File: src/sv/point_in_triangle_barycentric_top_defines.svh
// Assertion macros for the barycentric point-in-triangle block
`ifndef POINT_IN_TRIANGLE_BARYCENTRIC_TOP_DEFINES_SVH
`define POINT_IN_TRIANGLE_BARYCENTRIC_TOP_DEFINES_SVH
`ifndef SYNTHESIS
`define PTB_ASSERT_IMP(label, clk, rst, a, c) \
  label: assert property (@(posedge clk) disable iff (rst) (a) |-> (c)) \
    else $error("assertion failed");
`define PTB_ASSERT_NEXT(label, clk, rst, a, c) \
  label: assert property (@(posedge clk) disable iff (rst) (a) |=> (c)) \
    else $error("assertion failed");
`else
`define PTB_ASSERT_IMP(label, clk, rst, a, c)
`define PTB_ASSERT_NEXT(label, clk, rst, a, c)
`endif
`endif

File: src/sv/ptb_pkg.sv
// Shared types and constants for the barycentric point-in-triangle block
`default_nettype none
package ptb_pkg;
  localparam int CoordWidth  = 16;
  localparam int FracBits    = 16;
  localparam int WeightWidth = FracBits + 2;
  localparam int DiffWidth   = CoordWidth + 1;
  localparam int CrossWidth  = 2 * DiffWidth + 1;
  localparam int MagWidth    = CrossWidth;
  // quotient bits kept: integer part up to 4 (3 bits) plus fraction plus round bit
  localparam int QuotWidth   = FracBits + 4;
  localparam int QueueDepth  = 4;
  localparam int QueueAw     = $clog2(QueueDepth);

  typedef enum logic [2:0] {
    LOC_OUTSIDE    = 3'd0,
    LOC_INSIDE     = 3'd1,
    LOC_EDGE       = 3'd2,
    LOC_VERTEX     = 3'd3,
    LOC_DEGENERATE = 3'd4
  } location_t;

  typedef enum logic [2:0] {
    REG_A_X = 3'd0, REG_A_Y = 3'd1, REG_B_X = 3'd2,
    REG_B_Y = 3'd3, REG_C_X = 3'd4, REG_C_Y = 3'd5
  } reg_index_t;

  // classified item handed from front to back
  typedef struct packed {
    location_t                    location;
    logic                         nb_neg;
    logic                         nc_neg;
    logic [MagWidth-1:0]          nb_mag;
    logic [MagWidth-1:0]          nc_mag;
    logic [MagWidth-1:0]          d_mag;
  } job_t;

  typedef struct packed {
    location_t               location;
    logic [WeightWidth-1:0]  weight_b;
    logic [WeightWidth-1:0]  weight_c;
    logic                    saturated;
  } result_t;
endpackage
`default_nettype wire

File: src/sv/ptb_queue.sv
// Short FIFO between front and back
`default_nettype none
module ptb_queue (
  input  wire logic      clk,
  input  wire logic      rst,
  input  wire logic      push,
  input  ptb_pkg::job_t  push_data,
  input  wire logic      pop,
  output logic           not_empty,
  output logic           full,
  output ptb_pkg::job_t  pop_data
);
  import ptb_pkg::*;

  job_t mem [QueueDepth];
  logic [QueueAw-1:0] wr_ptr, rd_ptr;
  logic [QueueAw:0]   count;

  assign not_empty = count != '0;
  // the front freezes in the same cycle, so no beat in flight is lost
  assign full = count == (QueueAw+1)'(QueueDepth);
  assign pop_data = mem[rd_ptr];

  always_ff @(posedge clk) begin
    if (rst) begin
      wr_ptr <= '0;
      rd_ptr <= '0;
      count  <= '0;
    end else begin
      if (push) wr_ptr <= wr_ptr + 1'b1;
      if (pop)  rd_ptr <= rd_ptr + 1'b1;
      count <= count + (QueueAw+1)'(push) - (QueueAw+1)'(pop);
    end
    if (push) mem[wr_ptr] <= push_data;
  end
endmodule
`default_nettype wire

File: config.mk
export PLATFORM = sky130hd
export DESIGN_NAME = ptb_queue
export DESIGN_NICKNAME = d
export VERILOG_FILES = /design/src/sv/point_in_triangle_barycentric_top_defines.svh /design/src/sv/ptb_pkg.sv /design/src/sv/ptb_queue.sv
export SDC_FILE = /design/constraint.sdc
export NUM_CORES = 1
export LEC_CHECK = 0
export BUFFER_PORTS_ARGS = -buffer_cell sky130_fd_sc_hd__buf_4
export CAP_MARGIN = 15
export CORE_MARGIN = 3
export CORE_UTILIZATION = 35
export DETAILED_ROUTE_END_ITERATION = 10
export GPL_TIMING_DRIVEN = 0
export PLACE_DENSITY = 0.6
export SLEW_MARGIN = 5
export SYNTH_ARGS = -nofsm -noshare
export SYNTH_HDL_FRONTEND = slang
export SYNTH_SLANG_ARGS = --single-unit
File: constraint.sdc
create_clock -name clk -period 6.6 [get_ports clk]
set_input_delay 0.66 -clock clk [delete_from_list [all_inputs] [get_ports clk]]
set_output_delay 0.66 -clock clk [all_outputs]
set_load 0.1 [all_outputs]
==> results of run 1 <==
-- stage by stage --
stage	total power (uW)	std cells	hold slack, ns
final	7240	1535	0.296
after global routing	7500	1534	0.265
after CTS	7350	1534	0.252
after detailed placement	4820	1449	0.531
after global placement	4810	1441	0.521
after floorplan	4460	616	0.492
-- routing by layer --
layer  up-vias  global-route usage, %
met5         -                      0
met4         4                   4.62
met3        65                   4.61
met2       218                   20.9
met1      3874                   16.9
li1       3227                      -
-- flip-flops by register name (all words and copies together) (netlist names), named ones only --
signal	count
count	3
rd_ptr	2
wr_ptr	2
mem	440
-- where the power goes --
| part | internal (uW) | total (uW) | switching, uW |
|---|---|---|---|
| Combinational | 370 | 1430 | 1060 |
| Clock | 1480 | 2510 | 1030 |
| Sequential | 3280 | 3310 | 29.2 |
-- worst max-delay path: stages, from the launching register on --
cell and delay, ns:
dfxtp_1 0.32, clkbuf_1 0.68, buf_2 0.44, mux4_2 0.36
buf_4 0.25
-- synthesized netlist by cell type, drive strengths merged (2+ instances only) --
| cell | number |
|---|---|
| edfxtp | 440 |
| inv | 6 |
| ha | 6 |
| nor2 | 5 |
| buf | 22 |
| and2 | 4 |
| clkbuf | 2 |
| nor2b | 2 |
| xnor2 | 2 |
| mux4 | 110 |
| dfxtp | 9 |
-- final timing paths --
| path | to | slack [ns] | depth (start not counted) | start |
|---|---|---|---|---|
| worst max-delay path | pop_data[78] | 3.32 | 4 | flip-flop |
| worst min-delay path | mem[1][19] | 0.30 | 1 | push_data[19] |
| worst max register to register | mem[1][79] | 4.63 | 3 | wr_ptr[0] |
| worst min register to register | rd_ptr[1] | 0.55 | 2 | rd_ptr[0] |
-- cell type report --
| type | instances | share of cell area (%) |
|---|---|---|
| flip-flops and latches | 449 | 65.5 |
| inverters | 6 | 0.110 |
| well taps | 600 | 3.67 |
| clock buffers | 59 | 6.23 |
| diodes | 1 | 0.0122 |
| repair buffers | 233 | 9.23 |
| plain buffers | 24 | 0.912 |
| multi-input cells | 137 | 13.3 |
| clock inverters | 26 | 0.985 |
-- kinds of logic after synthesis --
kind of cell	synth area share (%)
xor+xnor	0.253
flops	82.1
fa+ha+maj	0.583
mux	15.2
buf+inv	1.28
simple gates	0.468
compound gates	0.0920
==> out/metrics.csv, run 1 <==
metric,value,unit
run_status,finished clean,
fin_worst_skew,0.0171,ns
clock-sinks,449,
ios,226,
wl_met2,15.5,mm
dpl_cell_area,0.0190,mm^2
synthTopCellsByArea,"edfxtp_1 81%, mux4_2 15%, dfxtp_1 1.1%",
hold_viol_final,0,
syn2layout_area_growth,25.3,%
synth.top_cell.area_share,81.0,%
drive_above_1_share,46.6,%
async_reset_ff_share,0,%
place_ws,3.79,ns
p_leak,0.00688,uW
worst-setup-path-type,reg -> out,
synth_edf_count,440,
wl_met3,2.66,mm
dr.pass1.iters,4,
insertion_delay,0.56,ns
seq_area_frac_synth,82.1,%
endpoint_kind,output pin,
cts-buffers-inserted,48,
highest-signal-layer,met5,
core-area,0.0457,mm^2
yosysUniqueCellTypes,20,
vias,7388,
port_buffers,225,
drtIter0Drc,384,
ctsLongestPathBuffers,3,
cellPowerDensity,354,mW/mm^2
wl_per_cell,21.2,um
slew_headroom,39.7,%
worstPathMaxFanout,10,
cts_tree,built,
final_max_slew_viol_count,0,
fillers,3905,
period_needed,3.28,ns
grt_pass1_vias,7996,
rows,78,
drtAntennaViolNets,0,
gp_congestion,0.662,
overflow,0,
die_x,222,um
grt_antenna_before_repair,3,
synth_seq_cells,449,
synth_fp_nets,737,
synth_ff_type,edfxtp_1,
syn_area,0.0163,mm^2
stdcell_area,0.0204,mm^2
wirelength,32.5,mm
critPathRequiredTime,5.94,ns
mostFrequentLayoutCell,edfxtp_1,
finalWorstSetupSlack,3.32,ns
yosysWarnings,0,
syn_area_per_cell,26.5,um^2
final-setup-viol-count,0,
initial_core_util,35.7,%
drt-met1-wl,13.5,mm
netlist_instances,616,
dieArea,0.0492,mm^2
hold_class,in -> reg,
cts_max_level,2,
rsz0062_at_grt,false,
chipHeight,222,um
utilization,44.8,%
yosys.area.top_type,edfxtp_1,
nNetsFinal,1020,
multi_input_area,0.00273,mm^2
post-route-drc-count,0,
cp-start-kind,flip-flop,
cts_root_buf,clkbuf_16,
grt_usage,13.1,%
max_freq,305,MHz
cts_setup_buffers,0,
tns,0,ns
grt_max_degree,53,
worst_slew_pin_slew,0.905,ns
path_clk_slew,0.06,ns
grt_pass1_wl,49.5,mm
cap_viol_max_count,0,
cts.repair.resized,0,
cts_hold_buf,0,
ir_drop,0.234,mV
regArea,0.0134,mm^2
critPathArrivalTime,2.62,ns
layout_common_cells,"440 x edfxtp_1, 225 x buf_4, 110 x mux4_2",
timing.final.crit_share,49.7,%
hpwl,19.9,mm
vias_per_cell,4.81,
No activity file was read; power rests on OpenSTA's default activity.
==> inputs of run 2 (changes only) <==
Clock period 6.6 ns to 3.05 ns, I/O delays scaled along.
==> out/metrics.csv, run 2 (synthesized netlist as in run 1, its figures left out) <==
metric,value,unit,change
grt_antenna_before_repair,0,,-3
stdcell_area,0.0216,mm^2,+5.5%
period_needed,2.58,ns,
drtIter0Drc,403,,+4.9%
layout_common_cells,"440 x edfxtp_1, 225 x buf_4, 111 x dlygate4sd3_1",,
endpoint_kind,output pin,,
hold_depth,3,,+2
worst_slew_pin_slew,0.734,ns,-0.171 ns
grt_pass1_vias,8432,,+5.5%
worst-setup-path-type,reg -> out,,
largestRegisters,"mem: 440 flops, count: 3 flops",,
path_clk_slew,0.05,ns,about the same
hold_class,in -> reg,,
cts_root_buf,clkbuf_16,,
final-setup-viol-count,0,,unchanged
nNetsFinal,1129,,+11%
largest_register,mem,,
port_buffers,225,,unchanged
cts-buffers-inserted,46,,-4.2%
run_status,finished clean,,
wirelength,33.1,mm,+1.8%
dieArea,0.0492,mm^2,unchanged
cts_setup_buffers,0,,unchanged
p_leak,0.00735,uW,+6.9%
chipHeight,222,um,unchanged
critPathArrivalTime,2.27,ns,-0.35 ns
fin_worst_skew,0.00706,ns,-0.0100 ns
cp-start-kind,flip-flop,,
clock-sinks,449,,unchanged
hold_viol_final,0,,unchanged
largest_register_ffs,440,,unchanged
max_freq,388,MHz,
num_antenna_cells,0,,-1
worstPathMaxFanout,10,,unchanged
vias,7686,,+4.0%
insertion_delay,0.55,ns,about the same
grt_pass1_wl,51.1,mm,+3.2%
timing.final.crit_share,84.4,%,
overflow,0,,unchanged
wl_per_cell,20.2,um,-4.8%
drive_above_1_share,41.5,%,-5.1 points
cts_max_level,2,,unchanged
drtAntennaViolNets,0,,unchanged
mostFrequentLayoutCell,edfxtp_1,,
ctsLongestPathBuffers,3,,unchanged
gp_congestion,0.660,,-0.38%
ir_drop,0.518,mV,+120%
critPathRequiredTime,2.74,ns,-3.20 ns
hpwl,20.0,mm,+0.38%
rsz0062_at_grt,false,,
dpl_cell_area,0.0190,mm^2,+0.12%
grt_max_degree,47,,-11%
core-area,0.0457,mm^2,unchanged
die_x,222,um,unchanged
slew_headroom,51.1,%,+11 points
post-route-drc-count,0,,unchanged
cellPowerDensity,732,mW/mm^2,+110%
dr.pass1.iters,4,,unchanged
cts_tree,built,,
place_ws,0.518,ns,-3.27 ns
initial_core_util,35.7,%,unchanged
ios,226,,unchanged
final_max_slew_viol_count,0,,unchanged
vias_per_cell,4.68,,-2.7%
grt_usage,13.5,%,+0.37 points
syn2layout_area_growth,32.1,%,
r2r_cells,5,,+2
rows,78,,unchanged
cap_viol_max_count,0,,unchanged
finalWorstSetupSlack,0.474,ns,-2.84 ns
==> run 2: worst paths after layout <==
path,startpoint,end,slack [ns]
max reg2reg,wr_ptr[0],mem[2][71],0.98
min reg2reg,rd_ptr[0],flip-flop,0.54
min,pop,flip-flop,0.07
max,flip-flop,pop_data[75],0.47
==> run 2: timing repair <==
action	CTS	global route
setup endpoints to repair	100	0
resized for setup	1	0
endpoints found under the hold margin	449	0
hold buffers	111	0
==> run 2: cell type report <==
| class | count | area, um^2 |
|---|---|---|
| Tap cell | 600 | 751 |
| Clock buffer | 56 | 1250 |
| Buffer | 24 | 188 |
| Fill cell | 3812 | 24100 |
| Inverter | 6 | 22.5 |
| Sequential cell | 449 | 13400 |
| Multi-Input combinational cell | 137 | 2730 |
| Clock inverter | 25 | 209 |
| Timing Repair Buffer | 344 | 3020 |
==> run 2: worst max-delay path: stages, from the launching register on <==
cell,delay (ns)
dfxtp_1,0.32
clkbuf_2,0.37
buf_2,0.39
mux4_2,0.38
buf_4,0.25
==> run 2: per-stage QoR <==
| stage | utilization, % | setup TNS [ns] | std cells | hold slack (ns) | total power, uW |
|---|---|---|---|---|---|
| detailed placement | 41.6 | 0 | 1449 | 0.508 | 10400 |
| CTS | 47.2 | 0 | 1641 | 0.0237 | 16000 |
| floorplan | - | 0 | 616 | 0.377 | 9630 |
| global placement | 41.1 | -236.29 | 1441 | 0.506 | 10400 |
| global route | 47.2 | 0 | 1641 | 0.0581 | 16400 |
| finish | 47.2 | 0 | 1641 | 0.0698 | 15800 |
==> run 2: routing by layer <==
layer  routed length (um)  GRT usage (%)  part of all wire, %  up-vias
met5                    0              0                    0        -
met1                14000           17.7                   42     4006
met4                  621           3.59                  1.9        0
li1                     -              -                    -     3448
met2                16500           22.3                   50      184
met3                 1950           3.92                  5.9       48
==> run 2: report_power, final <==
group	leakage [uW]	total, uW	internal (uW)	switching [uW]
Sequential	0.00412	7150	7090	62.2
Clock	0.000720	5410	3230	2180
Combinational	0.00251	3220	897	2320
Total	0.00735	15800	11200	4560
==> inputs of run 3 (changes only) <==
Settings changed: ABC_AREA from default to 1.
Clock period 3.05 ns to 2.4 ns, I/O delays scaled along.
==> out/metrics.csv, run 3 <==
metric,value,unit,change
cellPowerDensity,872,mW/mm^2,+19%
gp_congestion,0.752,,+14%
synth_seq_cells,449,,unchanged
synth_fp_nets,1460,,+98%
core-area,0.0495,mm^2,+8.3%
timing.final.crit_share,97.1,%,
critPathRequiredTime,2.16,ns,-0.58 ns
grt_pass1_wl,68.3,mm,+34%
ir_drop,0.608,mV,+17%
slew_headroom,52.4,%,+1.3 points
mostFrequentLayoutCell,edfxtp_1,,
chipHeight,231,um,+4.1%
largestRegisters,"mem: 440 flops, count: 3 flops",,
ctsLongestPathBuffers,3,,unchanged
drtAntennaViolNets,0,,unchanged
power_frac_comb,20.5,%,about the same
syn2layout_area_growth,32.2,%,about the same
hold_class,in -> reg,,
ios,226,,unchanged
final_max_slew_viol_count,0,,unchanged
cts_root_buf,clkbuf_16,,
port_buffers,225,,unchanged
worstPathMaxFanout,11,,+1
nNetsFinal,1862,,+65%
yosys.area.top_type,edfxtp_1,,
cap_viol_max_count,0,,unchanged
netlist_instances,1339,,+120%
p_leak,0.00914,uW,+24%
grt_max_degree,34,,-28%
worst-setup-path-type,reg -> out,,
hold_viol_final,0,,unchanged
initial_core_util,35.9,%,+0.13 points
synthTopCellsByArea,"edfxtp_1 75%, inv_1 5.0%, nand2_1 4.8%",,
cts_setup_buffers,0,,unchanged
largest_register,mem,,
hpwl,27.3,mm,+37%
wl_per_cell,18.5,um,-8.1%
seqPwrFrac,44.2,%,-1.1 points
seq_area_frac_synth,75.5,%,-6.6 points
async_reset_ff_share,0,%,unchanged
drtIter0Drc,743,,+84%
grt_usage,16.8,%,+3.3 points
post-route-drc-count,0,,unchanged
tns,0,ns,unchanged
power.internal,14300,uW,+27%
yosysMostFrequentCell,edfxtp_1,,
path_clk_slew,0.06,ns,about the same
p_sw,6190,uW,+36%
grt_antenna_before_repair,5,,+5
synthTopCellsByCount,"440 x edfxtp_1, 236 x inv_1, 228 x nand2_1",,
endpoint_kind,output pin,,
drive_above_1_share,22.1,%,-19 points
largest_register_ffs,440,,unchanged
rows,81,,+3.8%
dieArea,0.0534,mm^2,+8.4%
p_sw_share,30.3,%,+1.4 points
cts_tree,built,,
wirelength,45.3,mm,+37%
run_status,finished clean,,
utilization,47.4,%,+0.19 points
clock-sinks,449,,unchanged
cp-start-kind,flip-flop,,
grt_pass1_vias,11600,,+38%
critPathArrivalTime,2.09,ns,-0.18 ns
cts_max_level,2,,unchanged
synth_edf_count,440,,unchanged
worst_slew_pin_slew,0.713,ns,-0.0208 ns
placed_cells_incl_taps,2242,,+55%
period_needed,2.33,ns,
vias_per_cell,4.69,,+0.12%
fin_worst_skew,0.0170,ns,+0.00997 ns
rsz0062_at_grt,true,,
final-setup-viol-count,0,,unchanged
syn_area_per_cell,13.2,um^2,-50%
dr.pass1.iters,8,,+4
die_x,231,um,+4.1%
overflow,0,,unchanged
final_cells,2448,,+49%
yosysWarnings,0,,unchanged
synth_ff_type,edfxtp_1,,
cts-buffers-inserted,48,,+4.3%
layout_common_cells,"440 x edfxtp_1, 230 x inv_1, 224 x nand2_1",,
synth.top_cell.area_share,74.5,%,-6.5 points
yosysUniqueCellTypes,15,,-25%
clockPowerShare,35.2,%,+0.9 points
insertion_delay,0.58,ns,+0.03 ns
vias,11500,,+49%
syn_area,0.0177,mm^2,+8.7%
holdWs,0.385,ns,+0.315 ns
max_freq,429,MHz,
run 3: cell count changes after synthesis, moves of 38 or more:
cell	change
mux4_2	-110
o211ai_1	+110
nand2_1	+228
buf_2	+38
a21oi_1	+115
o21ai_0	+83
inv_1	+230
run 3: path summary, 6_finish.rpt:
| check | startpoint | end | slack (ns) | cells past startpoint |
|---|---|---|---|---|
| min reg2reg | rd_ptr[1] | rd_ptr[1] | 0.47 | 2 |
| max | flip-flop | pop_data[60] | 0.07 | 6 |
| min | rst | count[0] | 0.38 | 3 |
| max reg2reg | wr_ptr[1] | mem[1][66] | 0.28 | 6 |
run 3: cell type report:
cell class | count | area [um^2]
clock buffers | 64 | 1310
well taps | 664 | 831
repair buffers | 352 | 3190
clock inverters | 24 | 225
plain buffers | 73 | 601
flip-flops and latches | 449 | 13400
fillers | 4367 | 26000
inverters | 236 | 901
diodes | 5 | 12.5
multi-input cells | 581 | 2970
run 3: timing repair:
item | CTS | global route
resized for setup | 20 | 50
endpoints found under the hold margin | 449 | 0
endpoints found under the setup margin | 110 | 91
gates cloned | 0 | 0
hold buffers | 113 | 0
run 3: logic make-up after synthesis:
family | Yosys count | share of synthesized area, %
simple gates | 234 | 4.97
compound gates | 340 | 11.1
buf+inv | 309 | 7.82
fa+ha+maj | 7 | 0.536
flops | 449 | 75.5
run 3: power groups by stage:
stage | Clock [uW] | Sequential, uW | Combinational (uW)
final | 7210 | 9040 | 4200
after global routing | 7710 | 9070 | 4420
after detailed placement | 0 | 9210 | 4000
after CTS | 7400 | 9040 | 4180
after floorplan | 0 | 9210 | 2840
after global placement | 0 | 9240 | 3920
run 3: worst max-delay path, cell delays in order, from the launching register on:
cell and delay [ns]:
dfxtp_1 0.32, buf_6 0.14, buf_6 0.23, buf_2 0.26, o21ai_0 0.14, nand2_1 0.12, buf_4 0.30
run 3: metal layers:
metal  vias up  wire length [um]  track usage (%)
li1       5484                 -                -
met1      5579             19200             21.8
met2       322             21800             27.9
met3        91              3000             4.11
met4         4              1340             5.35
met5         -                27                0
run 3: per-stage QoR:
stage / setup WS [ns] / cell area, um^2 / total power, uW
6_report: 0.0687 / 23400 / 20500
5_1_grt: -0.0132 / 23400 / 21200
4_1_cts: -0.0132 / 23300 / 20600
3_5_place_dp: 0.215 / 20600 / 13200
3_3_place_gp: -1.92 / 20300 / 13200
2_1_floorplan: -0.214 / 17800 / 12100
